## config.mk

```make
export PLATFORM = sky130hd
export DESIGN_NAME = lhm_mul
export DESIGN_NICKNAME = d
export VERILOG_FILES = /design/src/rtl/core/lhm_pkg.sv /design/src/rtl/core/lhm_mul.sv
export SDC_FILE = /design/constraint.sdc
export NUM_CORES = 2
export LEC_CHECK = 0
export BUFFER_PORTS_ARGS = -buffer_cell sky130_fd_sc_hd__buf_2
export CORE_MARGIN = 2
export CORE_UTILIZATION = 53
export CTS_CLUSTER_DIAMETER = 120
export CTS_CLUSTER_SIZE = 16
export DETAILED_ROUTE_END_ITERATION = 16
export PLACE_DENSITY = 0.79
export SETUP_SLACK_MARGIN = 0.5
export SLEW_MARGIN = 20
export SYNTH_ARGS = -nofsm -noshare
export SYNTH_HDL_FRONTEND = slang
export SYNTH_SLANG_ARGS = --single-unit
```

## constraint.sdc

```tcl
create_clock -name clk -period 14.5 [get_ports clk]
set_clock_uncertainty 0.1 [all_clocks]
set_input_delay 2.9 -clock clk [delete_from_list [all_inputs] [get_ports clk]]
set_output_delay 2.9 -clock clk [all_outputs]
set_load 0.02 [all_outputs]
```

## src/rtl/core/lhm_pkg.sv

```systemverilog
`timescale 1ns / 1ps

package lhm_pkg;

    localparam int DATA_W = 32;
    localparam int VAL_W  = 48;
    localparam int MUL_W  = 33;
    localparam int PROD_W = 66;
    localparam int MOD_STEPS = VAL_W;

    // Bound on the offset from the low edge before it is scaled.
    localparam logic signed [PROD_W-1:0] DIFF_LIMIT = 66'sd70368744177664;
    // Bound on the lagged bin before it is scaled by the bin width.
    localparam logic signed [VAL_W-1:0]  BJ_LIMIT   = 48'sd1073741824;

    localparam logic signed [31:0] RANGE_LOW_RST = 32'sd0;
    localparam logic [31:0]        BIN_WIDTH_RST = 32'd65536;
    localparam logic [31:0]        INV_WIDTH_RST = 32'd65536;
    localparam logic [6:0]         NUM_BINS_RST  = 7'd50;
    localparam logic [10:0]        LAG_RST       = 11'd1;

    typedef enum logic [2:0] {
        CMD_SAMPLE     = 3'd0,
        CMD_NEW_TRAJ   = 3'd1,
        CMD_SYMMETRIZE = 3'd2,
        CMD_READ       = 3'd3,
        CMD_CLEAR      = 3'd4
    } cmd_t;

    typedef enum logic [2:0] {
        REG_RANGE_LOW   = 3'd0,
        REG_BIN_WIDTH   = 3'd1,
        REG_INV_WIDTH   = 3'd2,
        REG_NUM_BINS    = 3'd3,
        REG_LAG         = 3'd4,
        REG_CENTRE_MODE = 3'd5,
        REG_PERIODIC    = 3'd6
    } cfg_reg_t;

    typedef enum logic [4:0] {
        ST_CLEAR,
        ST_IDLE,
        ST_DLY_RD,
        ST_DSAT,
        ST_MUL_LO,
        ST_MUL_HI,
        ST_BIN,
        ST_CTR_MUL,
        ST_CTR_ADD,
        ST_WRAP,
        ST_MODJ_GO,
        ST_MODJ_WAIT,
        ST_MODI_GO,
        ST_MODI_WAIT,
        ST_MAT_RD,
        ST_MAT_INC,
        ST_RD_DATA,
        ST_SYM_RA,
        ST_SYM_RB,
        ST_SYM_WA,
        ST_SYM_WB,
        ST_OUT
    } state_t;

    typedef struct packed {
        logic                    start;
        logic signed [VAL_W-1:0] value;
    } mod_req_t;

    typedef struct packed {
        logic busy;
        logic done;
    } mod_rsp_t;

endpackage

```

## src/rtl/core/lhm_mul.sv

```systemverilog
`timescale 1ns / 1ps

module lhm_mul (
    input  logic                              clk,
    input  logic signed [lhm_pkg::MUL_W-1:0]  a,
    input  logic signed [lhm_pkg::MUL_W-1:0]  b,
    output logic signed [lhm_pkg::PROD_W-1:0] prod
);

    logic signed [lhm_pkg::PROD_W-1:0] prod_reg;

    always_ff @(posedge clk) begin
        prod_reg <= a * b;
    end

    assign prod = prod_reg;

endmodule

```

# Yosys cells after proc, flatten, opt, wreduce, memory -nomap -nowiden
# Index checks and enable logic that the tools add are counted.
# op_classes
n_mul	1
# op_table
op	n
multiplier 33 x 33 -> 66 bit	1
# totals
out_inout_bits	66
ff_bits	66

# Depth between registers and ports, before layout
# depth
ltp_word	1
ltp_mapped	27

# Worst setup path before layout
# OpenSTA, ideal clock, no wires.
# synth_timing
path_kind	input-to-reg
start	input port a[32] (netlist bit)
end	register prod_reg (netlist bit prod[62])
t_arrival_ps	10057
setup_slack_ps	4264
setup_ps	79
path_stages	23
path_cell_list	clkbuf_1 > nand2_1 > inv_1 > fa_1 > fa_1 > fa_1 > fa_1 > fa_1 > fa_1 > fa_1 > inv_1 > fa_1 > inv_1 > ha_1 > clkbuf_1 > and3_1 > nand3_1 > nand2b_1 > a2111oi_4 > a211oi_4 > a21o_2 > a21o_1 > a211oi_2
# synth_via
elab_chain_cells	1
# synth_rtl
item	line_no	rtl
start, declared	lhm_mul.sv:5	input logic signed [lhm_pkg::MUL_W-1:0] a,
multiplier 33 x 33 -> 66 bit	lhm_mul.sv:13	prod_reg <= a * b;
end signal, assigned	lhm_mul.sv:13	
end, declared	lhm_mul.sv:10	logic signed [lhm_pkg::PROD_W-1:0] prod_reg;
# Every way passes these cells.

# Final worst setup path
# layout_timing
start	input port a[32] (netlist bit)
end	register prod_reg (netlist bit prod[64])
# Same word-level chain as after synthesis.

==> summary.md <==
| Metric | Value |
|---|---|
| Outcome | finished, final reports clean |
| Most frequent cells after synthesis | fa_1, inv_1, and2_1 |
| Seq cells post-synth | 66 |
| Sequential share of the synthesized area | 3.24% |
| Worst Tran Pin Value | 1.11 ns |
| Starting Density | 53.5% |
| Mux contribution to synthesized area | 0% |
| WS Path Type | input pin to flop |
| DRC violation count after routing | 0 |
| Post-synthesis cell type count | 80 |
| Synthesized netlist cell count | 4338 |
| Routed WL | 103 mm |
| Max Slew Vio Count | 0 |
| Syn avg cell area | 9.39 um^2 |
| Final setup violation count | 0 |
| Die Area | 79100 um^2 |
| Rel. slew slack | 25.9% |
| Crit path to | prod[64]$_DFF_P_ |
| Max FFs per register | 66 |
| Worst setup EP type | flop |
| Wire per inst | 19.4 um |
| Sum Neg Setup Slack | 0 ns |
| First-pass GRT wire length | 169 mm |
| Max-cap violations | 0 |
| Fill cells | 6630 |
| Critical path startpoint | a[32] |
| Fin. Hold Viols | 0 |
| Layout cells sized above 1 | 4.58% |
| Ys async rst share | 0% |
| Metal-1 WL | 35.8 mm |
| Vias in the first global route | 32370 |
| Count leader, synth | fa_1 |
| Total GRT Usage | 27.7% |
| Die width | 281 um |
| Num CTS Buffers | 9 |
| DRT Pass-1 Iters | 8 |
| CTS Buffer Depth | 2 |
| Port bufs | 132 |
| Synthesized area | 40700 um^2 |
| GRT overflow | 0 |
| Util after Layout | 55.6% |
| Main combinational cell family by area after synthesis | adder cells |
| Detail Placement HPWL | 85.5 mm |
| DIE HEIGHT | 281 um |
| Compound-gate portion of the synthesized area | 4.07% |
| Area grow syn2layout | 3.77% |
| Syn nets | 5767 |
| Io pins | 133 |
| Synthesized-area fraction occupied by adder cells | 62.9% |
| Rows | 101 |
| Crit share post-route | 75.8% |
| Vias | 28911 |
| Clk root buf | clkbuf_16 |
| Max H-tree Level | 3 |
| Post-CTS setup buffer count | 0 |
| DR iter-0 viols | 1977 |
| Max FO, Critical Path | 33 |
| Top cells by area, synth | fa_1, inv_1, and2_1 |
| Pin count of the biggest net entering global routing | 34 |
| Met3 wire len | 6.93 mm |
| Main synth FF type | dfxtp_1 |
| Simple-gate portion of the synthesized area | 15.8% |
| Max Fclk | 91.0 MHz |
| Post-synth top area share | 56.3% |
| Initial antenna violation count | 3 |
| Post-DR vias/cell | 5.45 |
| Yosys warns | 0 |
| Met2 WL | 53.5 mm |
| Post-cts hold buffer count | 0 |
| Unrepaired setup endpoints after global routing | false |
| Core Box Area | 76100 um^2 |
| GP Congestion | 0.997 |
| Synth Area in XOR/XNOR | 1.46% |
| Critical Path RT | 14.68 ns |
| Worst hold path type | input pin to flop |
| EDFF count, synth | 0 |
| Post-CTS Resized | 0 |
| Worst EP arrival | 11.16 ns |
| CTS tree | yes |
| Crit path time final | 10.98 ns |
| Clk sink count | 66 |
| Yosys top cell by area | fa_1 |
| Element type at the critical path start | input pin |
| Routed Antenna Nets | 0 |
| Max layer used | met5 |
| Final nets | 5700 |
| CTS clk-pin slew, worst paths | 0.07 ns |
## placed cells by master, fill, tap and decap left out, drive strengths merged, types with 3 or more instances in the layout
cell type  count
a21o          38
o211ai         5
a21boi         3
inv         1133
o31ai          7
or2            3
buf          143
ha           217
nand2        551
o21a           6
o21bai        11
fa          1145
a31oi          9
nand4         12
and2         563
a211oi        11
bufinv         3
and4           5
nor3           7
nor4           3
or3            3
a221oi         3
nand2b        12
a21oi         61
and3           6
nor2b          5
nor2          68
clkbuf         9
dfxtp         66
o21ai         33
xnor2         43
xor2          25
nand3         26
a211o          6
## layout make-up
cell class	count	area (um^2)	area share, %
diodes	1	2.50	0.00592
clock buffers	9	225	0.533
clock inverters	7	125	0.296
inverters	1131	4250	10.0
multi-input cells	2920	34300	81.2
flip-flops and latches	66	1320	3.13
well taps	1030	1290	3.05
repair buffers	143	743	1.76
## critical path, stage by stage
cell      delay (ns)
buf_2           0.50
nand2_1         0.19
inv_1           0.17
fa_1            0.49
fa_1            0.56
fa_1            0.92
fa_1            0.55
fa_1            0.50
fa_1            0.53
fa_1            0.51
inv_1           0.05
fa_1            0.47
inv_1           0.04
ha_1            0.45
nand3_1         0.28
nor2_1          0.41
nand2_1         0.22
nor3_1          0.56
o311ai_4        0.29
nand3_2         0.21
a211oi_1        0.09
a311oi_1        0.25
## layer usage
| layer | global-route usage (%) | vias up |
|---|---|---|
| met1 | 32.7 | 15112 |
| met5 | 0.750 | - |
| met4 | 16.2 | 2 |
| met2 | 48.1 | 1232 |
| met3 | 4.02 | 369 |
| li1 | - | 12196 |
## worst min-delay path by stage
stage,startpoint,to,slack (ns),cells past startpoint
2_1_floorplan,a[0],prod[0]$_DFF_P_,2.93,1
3_3_place_gp,prod[30]$_DFF_P_,prod[30],3.21,1
3_5_place_dp,prod[26]$_DFF_P_,prod[26],3.21,1
4_1_cts,b[0],prod[0]$_DFF_P_,2.96,2
5_1_grt,b[0],prod[0]$_DFF_P_,3.01,2
6_report,b[0],prod[0]$_DFF_P_,2.98,2
## per-stage QoR
stage               setup slack, ns  std cells  cell area, um^2  hold slack, ns
floorplan                      4.26       4338            40700            2.93
global placement               3.23       5290            41900            3.21
detailed placement             3.21       5290            41900            3.21
CTS                            3.54       5306            42300            2.96
global route                   3.13       5306            42300            3.01
finish                         3.52       5307            42300            2.98
## kinds of logic after synthesis
logic type / after synthesis
XOR/XNOR: 68
adder cells (fa/ha/maj): 1362
AND/OR/NAND/NOR: 1271
flip-flops: 66
buffers and inverters: 1352
AO/OA/AOI/OAI: 219
Power is not shown: default switching activity piles up to over one toggle a cycle in this logic, so the estimate is an artifact.
