==> src/rtl/core/lhm_pkg.sv <==
`timescale 1ns / 1ps

package lhm_pkg;

    localparam int DATA_W = 32;
    localparam int VAL_W  = 48;
    localparam int MUL_W  = 33;
    localparam int PROD_W = 66;
    localparam int MOD_STEPS = VAL_W;

    // Bound on the offset from the low edge before it is scaled.
    localparam logic signed [PROD_W-1:0] DIFF_LIMIT = 66'sd70368744177664;
    // Bound on the lagged bin before it is scaled by the bin width.
    localparam logic signed [VAL_W-1:0]  BJ_LIMIT   = 48'sd1073741824;

    localparam logic signed [31:0] RANGE_LOW_RST = 32'sd0;
    localparam logic [31:0]        BIN_WIDTH_RST = 32'd65536;
    localparam logic [31:0]        INV_WIDTH_RST = 32'd65536;
    localparam logic [6:0]         NUM_BINS_RST  = 7'd50;
    localparam logic [10:0]        LAG_RST       = 11'd1;

    typedef enum logic [2:0] {
        CMD_SAMPLE     = 3'd0,
        CMD_NEW_TRAJ   = 3'd1,
        CMD_SYMMETRIZE = 3'd2,
        CMD_READ       = 3'd3,
        CMD_CLEAR      = 3'd4
    } cmd_t;

    typedef enum logic [2:0] {
        REG_RANGE_LOW   = 3'd0,
        REG_BIN_WIDTH   = 3'd1,
        REG_INV_WIDTH   = 3'd2,
        REG_NUM_BINS    = 3'd3,
        REG_LAG         = 3'd4,
        REG_CENTRE_MODE = 3'd5,
        REG_PERIODIC    = 3'd6
    } cfg_reg_t;

    typedef enum logic [4:0] {
        ST_CLEAR,
        ST_IDLE,
        ST_DLY_RD,
        ST_DSAT,
        ST_MUL_LO,
        ST_MUL_HI,
        ST_BIN,
        ST_CTR_MUL,
        ST_CTR_ADD,
        ST_WRAP,
        ST_MODJ_GO,
        ST_MODJ_WAIT,
        ST_MODI_GO,
        ST_MODI_WAIT,
        ST_MAT_RD,
        ST_MAT_INC,
        ST_RD_DATA,
        ST_SYM_RA,
        ST_SYM_RB,
        ST_SYM_WA,
        ST_SYM_WB,
        ST_OUT
    } state_t;

    typedef struct packed {
        logic                    start;
        logic signed [VAL_W-1:0] value;
    } mod_req_t;

    typedef struct packed {
        logic busy;
        logic done;
    } mod_rsp_t;

endpackage

==> src/rtl/core/lhm_mod.sv <==
`timescale 1ns / 1ps

module lhm_mod #(
    parameter int NB_W = 7
) (
    input  logic                aclk,
    input  logic                aresetn,
    input  lhm_pkg::mod_req_t   req,
    input  logic [NB_W-1:0]     modulus,
    output lhm_pkg::mod_rsp_t   rsp,
    output logic [NB_W-1:0]     remainder
);

    logic                        busy_reg;
    logic                        done_reg;
    logic                        neg_reg;
    logic [lhm_pkg::VAL_W-1:0]   mag_reg;
    logic [NB_W-1:0]             rem_reg;
    logic [NB_W-1:0]             n_reg;
    logic [5:0]                  step_reg;
    logic [NB_W:0]               trial;
    logic [NB_W-1:0]             rem_next;

    // One quotient bit per cycle, restoring style; only the remainder is kept.
    always_comb begin
        trial = {rem_reg, mag_reg[lhm_pkg::VAL_W-1]};
        if (trial >= {1'b0, n_reg}) begin
            rem_next = NB_W'(trial - {1'b0, n_reg});
        end else begin
            rem_next = trial[NB_W-1:0];
        end
    end

    always_ff @(posedge aclk) begin
        if (!aresetn) begin
            busy_reg <= 1'b0;
            done_reg <= 1'b0;
        end else if (req.start) begin
            busy_reg <= 1'b1;
            done_reg <= 1'b0;
        end else if (busy_reg) begin
            if (step_reg == '0) begin
                busy_reg <= 1'b0;
                done_reg <= 1'b1;
            end
        end else begin
            done_reg <= 1'b0;
        end
    end

    always_ff @(posedge aclk) begin
        if (req.start) begin
            neg_reg  <= req.value[lhm_pkg::VAL_W-1];
            mag_reg  <= req.value[lhm_pkg::VAL_W-1] ? -req.value : req.value;
            rem_reg  <= '0;
            n_reg    <= modulus;
            step_reg <= 6'(lhm_pkg::MOD_STEPS - 1);
        end else if (busy_reg) begin
            rem_reg  <= rem_next;
            mag_reg  <= {mag_reg[lhm_pkg::VAL_W-2:0], 1'b0};
            step_reg <= step_reg - 6'd1;
        end
    end

    // A negative input folds back into the range from zero to the modulus.
    assign remainder = (neg_reg && rem_reg != '0) ? n_reg - rem_reg : rem_reg;
    assign rsp.busy  = busy_reg;
    assign rsp.done  = done_reg;

endmodule

==> config.mk <==
export PLATFORM = sky130hd
export DESIGN_NAME = lhm_mod
export DESIGN_NICKNAME = d
export VERILOG_FILES = /design/src/rtl/core/lhm_pkg.sv /design/src/rtl/core/lhm_mod.sv
export SDC_FILE = /design/constraint.sdc
export NUM_CORES = 1
export LEC_CHECK = 0
export BUFFER_PORTS_ARGS = -buffer_cell sky130_fd_sc_hd__buf_2
export CELL_PAD_IN_SITES_DETAIL_PLACEMENT = 1
export CELL_PAD_IN_SITES_GLOBAL_PLACEMENT = 2
export CORE_MARGIN = 1
export CORE_UTILIZATION = 36
export DETAILED_ROUTE_END_ITERATION = 12
export GPL_TIMING_DRIVEN = 0
export PLACE_DENSITY_LB_ADDON = 0.08
export SYNTH_ARGS = -nofsm -noshare
export SYNTH_HDL_FRONTEND = slang
export SYNTH_SLANG_ARGS = --single-unit
==> constraint.sdc <==
create_clock -name aclk -period 2.5 [get_ports aclk]
set_input_delay 0 -clock aclk [delete_from_list [all_inputs] [get_ports aclk]]
set_output_delay 0 -clock aclk [all_outputs]
set_load 0.005 [all_outputs]
Yosys cells after proc, flatten, opt, wreduce, memory -nomap -nowiden --
Index checks and enable logic that the tools add are counted. W data, S select, Z words.
Cells by class: reductions and logical operators 5, bitwise operators 2, magnitude comparators 1, add/subtract/negate cells 4, multiplexer cells 8
Operators by type and width (number):
- $mux W48 | 3
- $neg A48 Y48 | 1
- $mux W7 | 2
- $sub A7 B7 Y7 | 2
- $ge A8 B7 Y1 | 1
- $reduce_bool A7 Y1 | 1
- $logic_not A6 Y1 | 1
- $sub A6 B1 Y6 const B | 1
- $mux W1 | 3
- $reduce_or A3 Y1 | 1
- $not A1 Y1 | 2
- $reduce_bool A2 Y1 | 1
- $logic_and A1 B1 Y1 | 1
Word-level totals: logic and storage cells 27, bits in registers 71, input bits 58, output and inout port bits 9

Depth between registers and ports, before layout --
Gate-level depths: netlist (run 1).
word-level depth 4, gate-level depth with buffers 9, depth with buffers taken out 9

Worst setup path before layout (run 1) --
OpenSTA, ideal clock, no wires.
kind input to register, from in req[24] (netlist bit), to reg mag_reg[29] (netlist bit) (data pin), cell stages on the path 7, required time 2.230 ns, arrival time 1.826 ns, setup slack 0.403 ns, path through or4_4 > or4_4 > buf_6 > buf_2 > o41ai_1 > xor2_1 > a21oi_1
Between the ends: cells in the longest elaborated chain, start to end 3
RTL lines:
- start: declaration | line lhm_mod.sv:8 | input lhm_pkg::mod_req_t req,
- $neg A48 Y48 | line lhm_mod.sv:54 | mag_reg <= req.value[lhm_pkg::VAL_W-1] ? -req.value : req.value;
- $mux W48 | line lhm_mod.sv:54
- $mux W48 | line lhm_mod.sv:52 | if (req.start) begin
- end signal: assignment | line lhm_mod.sv:54
- end signal: assignment | line lhm_mod.sv:60 | mag_reg <= {mag_reg[lhm_pkg::VAL_W-2:0], 1'b0};
- end: declaration | line lhm_mod.sv:17 | logic [lhm_pkg::VAL_W-1:0] mag_reg;
No other way between the ends. A chain may end at the register's enable or synchronous reset.

Worst setup path after layout (run 1) --
from reg rem_reg[3], to out remainder[5]
Between the ends: cells in the longest elaborated chain, start to end 3, elaborated cells between the ends (all ways) 4
RTL lines:
- start: declaration | line lhm_mod.sv:18 | logic [NB_W-1:0] rem_reg;
- start signal: assignment | line lhm_mod.sv:59 | rem_reg <= rem_next;
- branches (longest 2 deep; another with $sub A7 B7 Y7)
- $mux W7 * | line lhm_mod.sv:66 | assign remainder = (neg_reg && rem_reg != '0) ? n_reg - rem_reg : rem_reg;
- end: declaration | line lhm_mod.sv:11 | output logic [NB_W-1:0] remainder
Mark *: on every way between the ends.

==> metrics list, run 1 <==
- Run status: completed
- Via count normalized by instance count: 5.531
- Number of clock buffers inserted by TritonCTS: 9
- In this design, the stage delay of the slowest critical-path cell is 0.61 ns.
- The tree built by TritonCTS fans out to 71 sinks.
- Die W: 116.7 um
- Placeable core region: 0.01272 sq mm
- Cell-by-cell trace of the critical path: inv_1 -> ha_1 -> o21ai_0 -> a21oi_1 -> o21a_1 -> or4b_2 -> o211ai_1 -> buf_2
- Footprint of the multi-input gates: 0.002572 sq mm
- Static Leakage: 2.180 nW
* Worst hold-check slack: 0.02179 ns
* Area of the die: 0.01361 sq mm
* Class of the tightest hold or removal check: in -> reg
- The register with the most flip-flops in the layout has 48 of them.
* Overall via count from detail_route: 4292
- Worst slack, placed: -0.4004 ns
* Post-route design area: 0.005759 sq mm
* Final weighted congestion in routability-driven placement: 0.8097
- Number of H-tree branching levels: 3
* Fill cell total of the finished layout: 1547
* Initial antenna violation count: 0
* Worst setup path start: rem_reg[3]
- Wire length reported by the detailed router: 13.90 mm
- For the worst setup path, the data required time is 2.50 ns.
- For this run, the post-layout net count is 674.
* GRT Total Usage: 21.80%
- The number of setup buffers added after CTS is 0.
* Worst setup EP type: output pin
* Highest net fanout along the worst path: 5
- Top cell family by delay on the critical path: simple AND/OR/NAND/NOR gates
* Largest net degree at the start of global routing: 29
* P per Cell Area: 625.7 mW/mm^2
- Derived from the worst setup path, the maximum achievable clock frequency is 0.4197 GHz.
* Die boundary height: 116.7 um
- For this run, the leading register cell type out of synthesis is edfxtp_1.
* Final global-route overflow total: 0
- Net Count, Synth: 589
- Clock skew on the completed layout was measured at 0.005260 ns.
- First-iteration detailed-routing DRC count: 199
- In the final layout, flip-flops and latches occupy 0.001987 sq mm.
- Adding up every negative setup slack in the final design gives 0 ns.
* Max transition margin: 49.28%
* CTS tree: yes
- RSZ-0062 raised after global routing: false
- Counting tap cells, the placed design contains a total of 751 instances.
- Share of flip-flops with an asynchronous set or reset after synthesis: 0%
- Slew at the pin closest to its max-slew limit: 0.7581 ns
- For this run, design rule violations remaining after detail routing come to 0.
- The count of cells in the finished layout, fillers not included, comes to 776.
- Worst supply voltage drop on vdd: 0.2764 mV
* Number of global-route vias before repair: 4445
- Post-synthesis area per instance: 9.209 sq um
- Of the available clock period, the critical path in the final layout requires 95.31%.
* Placement Cell Area: 0.005299 sq mm
- Detailed-placement wirelength estimate: 10.26 mm
- The root buffer cell chosen for the clock tree is clkbuf_16.
- STA puts the critical path data arrival time at 2.38 ns.
* CP startpoint kind: register
- Counting flops and latches in the post-synthesis netlist gives 71.
- The repair_antennas step left the layout with diodes totalling 0.
- Initial core utilization: 37.20%
- Global-route wire length before repair: 22.28 mm
- HP Start: req[0]
- Number of placement rows: 41
* Sequential-to-total area share from yosys stat: 41.87%
- Before antenna repair, the detailed router went through 4 iterations.
- In the final layout, the share of cells above drive strength 1 is 19.54%.
- The count of endpoints failing hold in the final timing report came to 0.
- Compared with the post-synthesis result, the final layout area differs by 21.68%.
- During synthesis, Yosys emitted a total of 0 warnings.
* Post-Synthesis Cells: 514
* Max-cap check violation count: 0
- In this run the deepest clock path goes through 2 buffers.
- At the later pin of the worst-skew pair, clock insertion delay measures 0.35 ns.
- Summing every instance area after synthesis gives 0.004733 sq mm.
* Routed Antenna Nets: 0
- The worst path meets setup with 0.1174 ns of slack.
- Average detailed-routed wire length per instance: 17.91 um
* CP max-delay cell: or4b_2
- Number of failing setup endpoints in the final timing report: 0
- Cell variety after synth: 61
- After clock tree synthesis, the clock-pin slew on the worst setup and hold paths is 0.06 ns.
- Number of flops mapped to enable cells by yosys: 56
* Top Ports: 67
* Pins Over Slew Limit: 0
- The worst path in the final design needs a cycle of 2.383 ns, including I/O delays and setup.
* IO Port Bufs: 64
- In this run the critical register-to-register path is launched from n_reg[0].
- Buffer and inverter count on the worst path: 2
- The critical path is of the reg -> out type.
worst min-delay path, stage by stage:
cell    delay, ns
buf_2        0.10
inv_1        0.06
nor2_1       0.09
layout by cell type, fill, tap and decap left out, types with 3 or more instances in the layout:
| master | Yosys | layout |
|---|---|---|
| buf_4 | 2 | 3 |
| nand2b_1 | 5 | 5 |
| mux2i_1 | 3 | 3 |
| a21oi_1 | 43 | 42 |
| o21ai_0 | 12 | 12 |
| inv_1 | 24 | 23 |
| dfxtp_1 | 15 | 11 |
| clkbuf_1 | 23 | 22 |
| or3_1 | 7 | 7 |
| dlygate4sd3_1 | 0 | 9 |
| a311o_1 | 6 | 6 |
| xor2_1 | 35 | 35 |
| clkbuf_16 | 0 | 9 |
| o41ai_1 | 16 | 15 |
| buf_1 | 5 | 5 |
| a311oi_1 | 3 | 3 |
| o31ai_1 | 12 | 12 |
| dfxtp_2 | 0 | 4 |
| a31o_2 | 3 | 3 |
| xnor2_1 | 8 | 8 |
| or2_2 | 7 | 7 |
| edfxtp_1 | 56 | 56 |
| or4_1 | 5 | 5 |
| nor2b_1 | 12 | 11 |
| nand4_1 | 6 | 6 |
| buf_2 | 1 | 65 |
| clkinv_2 | 0 | 4 |
| nand2_1 | 35 | 34 |
| o21a_1 | 4 | 4 |
| a31oi_1 | 12 | 12 |
| nor4_1 | 7 | 5 |
| nor3_1 | 12 | 12 |
| ha_1 | 15 | 14 |
| nand3_1 | 9 | 9 |
| nor2_1 | 66 | 66 |
| o211ai_1 | 4 | 4 |
final cells by class:
class	instances	area share (%)
Buffer	32	2.433
Tap cell	172	3.737
Timing Repair Buffer	74	7.604
Clock buffer	9	3.910
Multi-Input combinational cell	386	44.67
Clock inverter	7	1.521
Inverter	25	1.629
Sequential cell	71	34.50
path summary, 6_finish.rpt:
path / cells past startpoint / slack [ns] / to
max: 8 / 0.12 / remainder[5]
min: 3 / 0.02 / mag_reg[0]
max reg2reg: 8 / 0.22 / rem_reg[6]
min reg2reg: 2 / 0.49 / done_reg
routing by layer:
metal	vias to the layer above	GRT usage (%)	share of wire, %
li1	2086	-	-
met1	2111	25.95	44
met2	73	38.15	51
met3	22	3.269	3.3
met4	0	11.14	2.6
met5	-	0	0
synth_stat cells, types with 6 or more instances:
| master | instances | area (sq um) |
|---|---|---|
| nor2_1 | 66 | 247.7 |
| edfxtp_1 | 56 | 1682 |
| a21oi_1 | 43 | 215.2 |
| nand2_1 | 35 | 131.4 |
| xor2_1 | 35 | 306.5 |
| inv_1 | 24 | 90.09 |
| clkbuf_1 | 23 | 86.33 |
| o41ai_1 | 16 | 140.1 |
| dfxtp_1 | 15 | 300.3 |
| ha_1 | 15 | 187.7 |
| a31oi_1 | 12 | 75.07 |
| nor2b_1 | 12 | 75.07 |
| nor3_1 | 12 | 60.06 |
| o21ai_0 | 12 | 60.06 |
| o31ai_1 | 12 | 90.09 |
| nand3_1 | 9 | 45.04 |
| xnor2_1 | 8 | 70.07 |
| nor4_1 | 7 | 43.79 |
| or2_2 | 7 | 43.79 |
| or3_1 | 7 | 43.79 |
| a311o_1 | 6 | 60.06 |
| nand4_1 | 6 | 37.54 |
report_power, final:
part / switching, W / internal, W
clock: 0.000514 / 0.000866
combinational: 0.000429 / 0.000320
sequential: 0.0000554 / 0.00142
total: 0.000998 / 0.00261
cell families after synthesis:
kind of cell / count (synthesis) / synth area share, %
AO/OA/AOI/OAI: 138 / 20.35
adder cells (fa/ha/maj): 17 / 4.811
buffers and inverters: 57 / 4.864
flip-flops: 71 / 41.87
AND/OR/NAND/NOR: 185 / 19.51
XOR/XNOR: 43 / 7.957
multiplexers: 3 / 0.6344
per-stage QoR:
| step | utilization [%] | total power [W] |
|---|---|---|
| after floorplan | - | 0.001951 |
| after global placement | 41.41 | 0.002189 |
| after detailed placement | 41.65 | 0.002219 |
| after CTS | 45.00 | 0.003642 |
| after global routing | 45.27 | 0.003787 |
| final | 45.27 | 0.003603 |
timing repair:
action,CTS,global route
gates resized for setup,5,11
gates cloned,0,0
hold endpoints to repair,10,0
setup endpoints to repair,4,14
hold buffers,9,0
No activity file was read; power rests on OpenSTA's default activity.
==> run 2, diff against run 1 <==
--- a/config.mk
+++ b/config.mk
@@ -11,7 +11,6 @@
 export CORE_MARGIN = 1
 export CORE_UTILIZATION = 36
 export DETAILED_ROUTE_END_ITERATION = 12
-export GPL_TIMING_DRIVEN = 0
 export PLACE_DENSITY_LB_ADDON = 0.08
 export SYNTH_ARGS = -nofsm -noshare
 export SYNTH_HDL_FRONTEND = slang
==> run 2 against run 1 <==
  * Via count fell by 2.8%
  * Critical path depth did not move
  * Sequential power is essentially flat
  * Setup slack worse by 0.0012 ns
  * Sequential cell count did not move
  * Global-route usage fell by 1.5 points
  * Non-clock buffer count shrank 17
  * Wire length fell by 6.4%
  * Maximum frequency about the same
  * Sequential share of layout area increased by 0.30 points
  * Largest power group is now the clock network
==> metrics list, run 2 (same netlist as run 1, synthesis figures left out) <==
- Highest net fanout along the worst path: 5
- Fill cells in the final layout number 1525.
- CP max-delay cell: or4b_2
* Overall via count from detail_route: 4170
* Via count normalized by instance count: 5.494
- Data on the critical path arrives at its endpoint at 2.38 ns.
- The count of endpoints failing hold in the final timing report is 0.
* Buffers inserted by post-CTS timing repair: 0
- Worst hold-check slack: 0.03295 ns
- The congestion estimate from routability-driven global placement came to 0.8039.
- The repair_antennas step left the layout with diodes totalling 0.
- Share of final-layout standard cells stronger than drive strength 1: 20.10%
* Commonest non-fill, non-tap cells in the layout: nor2_1 (66), buf_2 (65), edfxtp_1 (56)
* Maximum clock path buffer count: 2
- Number of global-route vias before repair: 4269
- Leading cell type in the layout, fill and taps excluded: nor2_1
- Once detail routing completed, the nets flagged for antenna violations numbered 0.
* CTS clock-pin slew for the worst setup and hold paths: 0.06 ns
- In this run the worst hold path is classified as in -> reg.
- Placeable core region: 0.01272 sq mm
- The worst register-to-register path begins at mag_reg[47].
- Category of the most critical setup path: reg -> out
* Average detailed-routed wire length per instance: 17.13 um
- Entering global routing, the biggest net connects 50 pins.
- The die covers 0.01361 sq mm.
- HP Start: req[42]
- In this run, the number of DRC markers left after iteration 0 of detailed routing was 158.
* Static Leakage: 2.191 nW
- Endpoint of the most critical register-to-register path: rem_reg[5]
- Relative to the synthesized area, the layout overhead comes to 20.57%.
- Peak Freq: 0.4195 GHz
- RSZ-0062 raised after global routing: false
* Run status: completed
- Max-cap check violation count: 0
- TritonCTS built the clock tree.
- The die is 116.7 um wide.
* Slowest cell delay on critical path: 0.61 ns
- Wire length reported by the detailed router: 13.00 mm
* Placement Cell Area: 0.005273 sq mm
- The number of antenna violations at the first check in global routing was 0.
* Crit path time final: 2.384 ns
- Worst reg2reg setup slack: 0.30 ns
* P per Cell Area: 645.3 mW/mm^2
- Number of failing setup endpoints in the final timing report: 0
- In the finished design, the share of the clock period the worst path needs comes to 95.35%.
- Number of placement rows: 41
* Global-route wire length before repair: 21.13 mm
- Worst supply voltage drop on vdd: 0.3161 mV
- Post-route design area: 0.005707 sq mm
- Max transition margin: 64.33%
- GRT Total Usage: 20.26%
- For hold timing, the worst endpoint is mag_reg[42].
- Final global-route overflow total: 0
* CP startpoint kind: register
- The number of pins exceeding their max-slew limit in the final report was 0.
* IO Port Bufs: 66
- Worst setup EP type: output pin
- Total Nets Final: 657
- Clock Skew: 0.003941 ns
* Initial core utilization: 37.20%
* Cell-by-cell trace of the critical path: inv_1 -> ha_1 -> nand2b_1 -> a21oi_1 -> o21a_1 -> or4b_2 -> o211ai_1 -> buf_2
- In the routed design, unresolved DRC markers number 0.
- Buffers inserted during clock tree synthesis total 9.
* Final sum of negative setup slack: 0 ns
* Number of flip-flops in the largest register: 48
- Clock latency reported for the late side of the worst-skew pair: 0.34 ns
* Root Buffer: clkbuf_16
* Buffer and inverter count on the worst path: 2
* Depth of the worst hold-timing path: 2
- Detailed-placement wirelength estimate: 9.107 mm
- Slew at the pin closest to its max-slew limit: 0.5345 ns
- Number of H-tree branching levels: 3
* Die boundary height: 116.7 um
- Before antenna repair, the detailed router went through 4 iterations.
- Top cell family by delay on the critical path: simple AND/OR/NAND/NOR gates
* Depth of the most critical reg-to-reg path: 9
- 67 I/O pins were placed.
- CTS saw 71 sinks.
- For the worst setup path, the data required time is 2.50 ns.
-- run 2: what timing repair did --
action                                  4_1_cts  5_1_grt
gates resized for setup                       1        6
endpoints found under the setup margin        1        6
hold buffers                                  8        0
hold endpoints to repair                      9        0
-- run 2: routing by layer --
metal	up-vias	global-route usage, %	wire [um]
li1	2058	-	-
met1	2039	23.25	5684
met2	57	37.67	6745
met3	16	4.307	387
met4	0	5.738	183
met5	-	0	0
-- run 2: worst register-to-register path, stage by stage (launching register included) --
cell,delay [ns]
edfxtp_1,0.38
inv_1,0.08
ha_1,0.17
inv_1,0.06
fa_1,0.39
a21o_1,0.19
a21oi_2,0.25
o21ba_2,0.24
a21oi_1,0.09
a221oi_1,0.26
-- run 2: metrics by stage --
stage | worst slack, ns | total power, W | utilization (%) | instances
floorplan | 0.4033 | 0.001951 | - | 514
global route | 0.01617 | 0.003850 | 44.86 | 759
CTS | 0.01814 | 0.003704 | 44.67 | 759
global placement | 0.2334 | 0.002183 | 41.44 | 735
finish | 0.1162 | 0.003683 | 44.86 | 759
detailed placement | 0.1597 | 0.002207 | 41.44 | 735
-- run 2: worst max-delay path by stage --
stage                     start           end  slack, ns  cells past startpoint
global placement    mag_reg[47]    rem_reg[0]       0.23                      8
detailed placement  mag_reg[47]    rem_reg[6]       0.16                      9
finish               rem_reg[1]  remainder[5]       0.12                      8
CTS                  rem_reg[1]  remainder[5]       0.02                      8
floorplan               req[24]   mag_reg[29]       0.40                      7
global route         rem_reg[1]  remainder[5]       0.02                      8
-- run 2: power by group --
part | switching, W | internal [W]
combinational | 0.000414 | 0.000316
sequential | 0.0000538 | 0.00142
clock | 0.000508 | 0.000973
-- run 2: layout make-up --
| cell class | instances | area (sq um) | area share, % |
|---|---|---|---|
| inverter | 25 | 93.84 | 1.644 |
| clock inverter | 4 | 93.84 | 1.644 |
| multi-input combinational | 386 | 2544 | 44.57 |
| clock buffer | 12 | 236.5 | 4.144 |
| sequential | 71 | 1986 | 34.79 |
| tap | 172 | 215.2 | 3.771 |
| timing repair buffer | 89 | 538.0 | 9.428 |
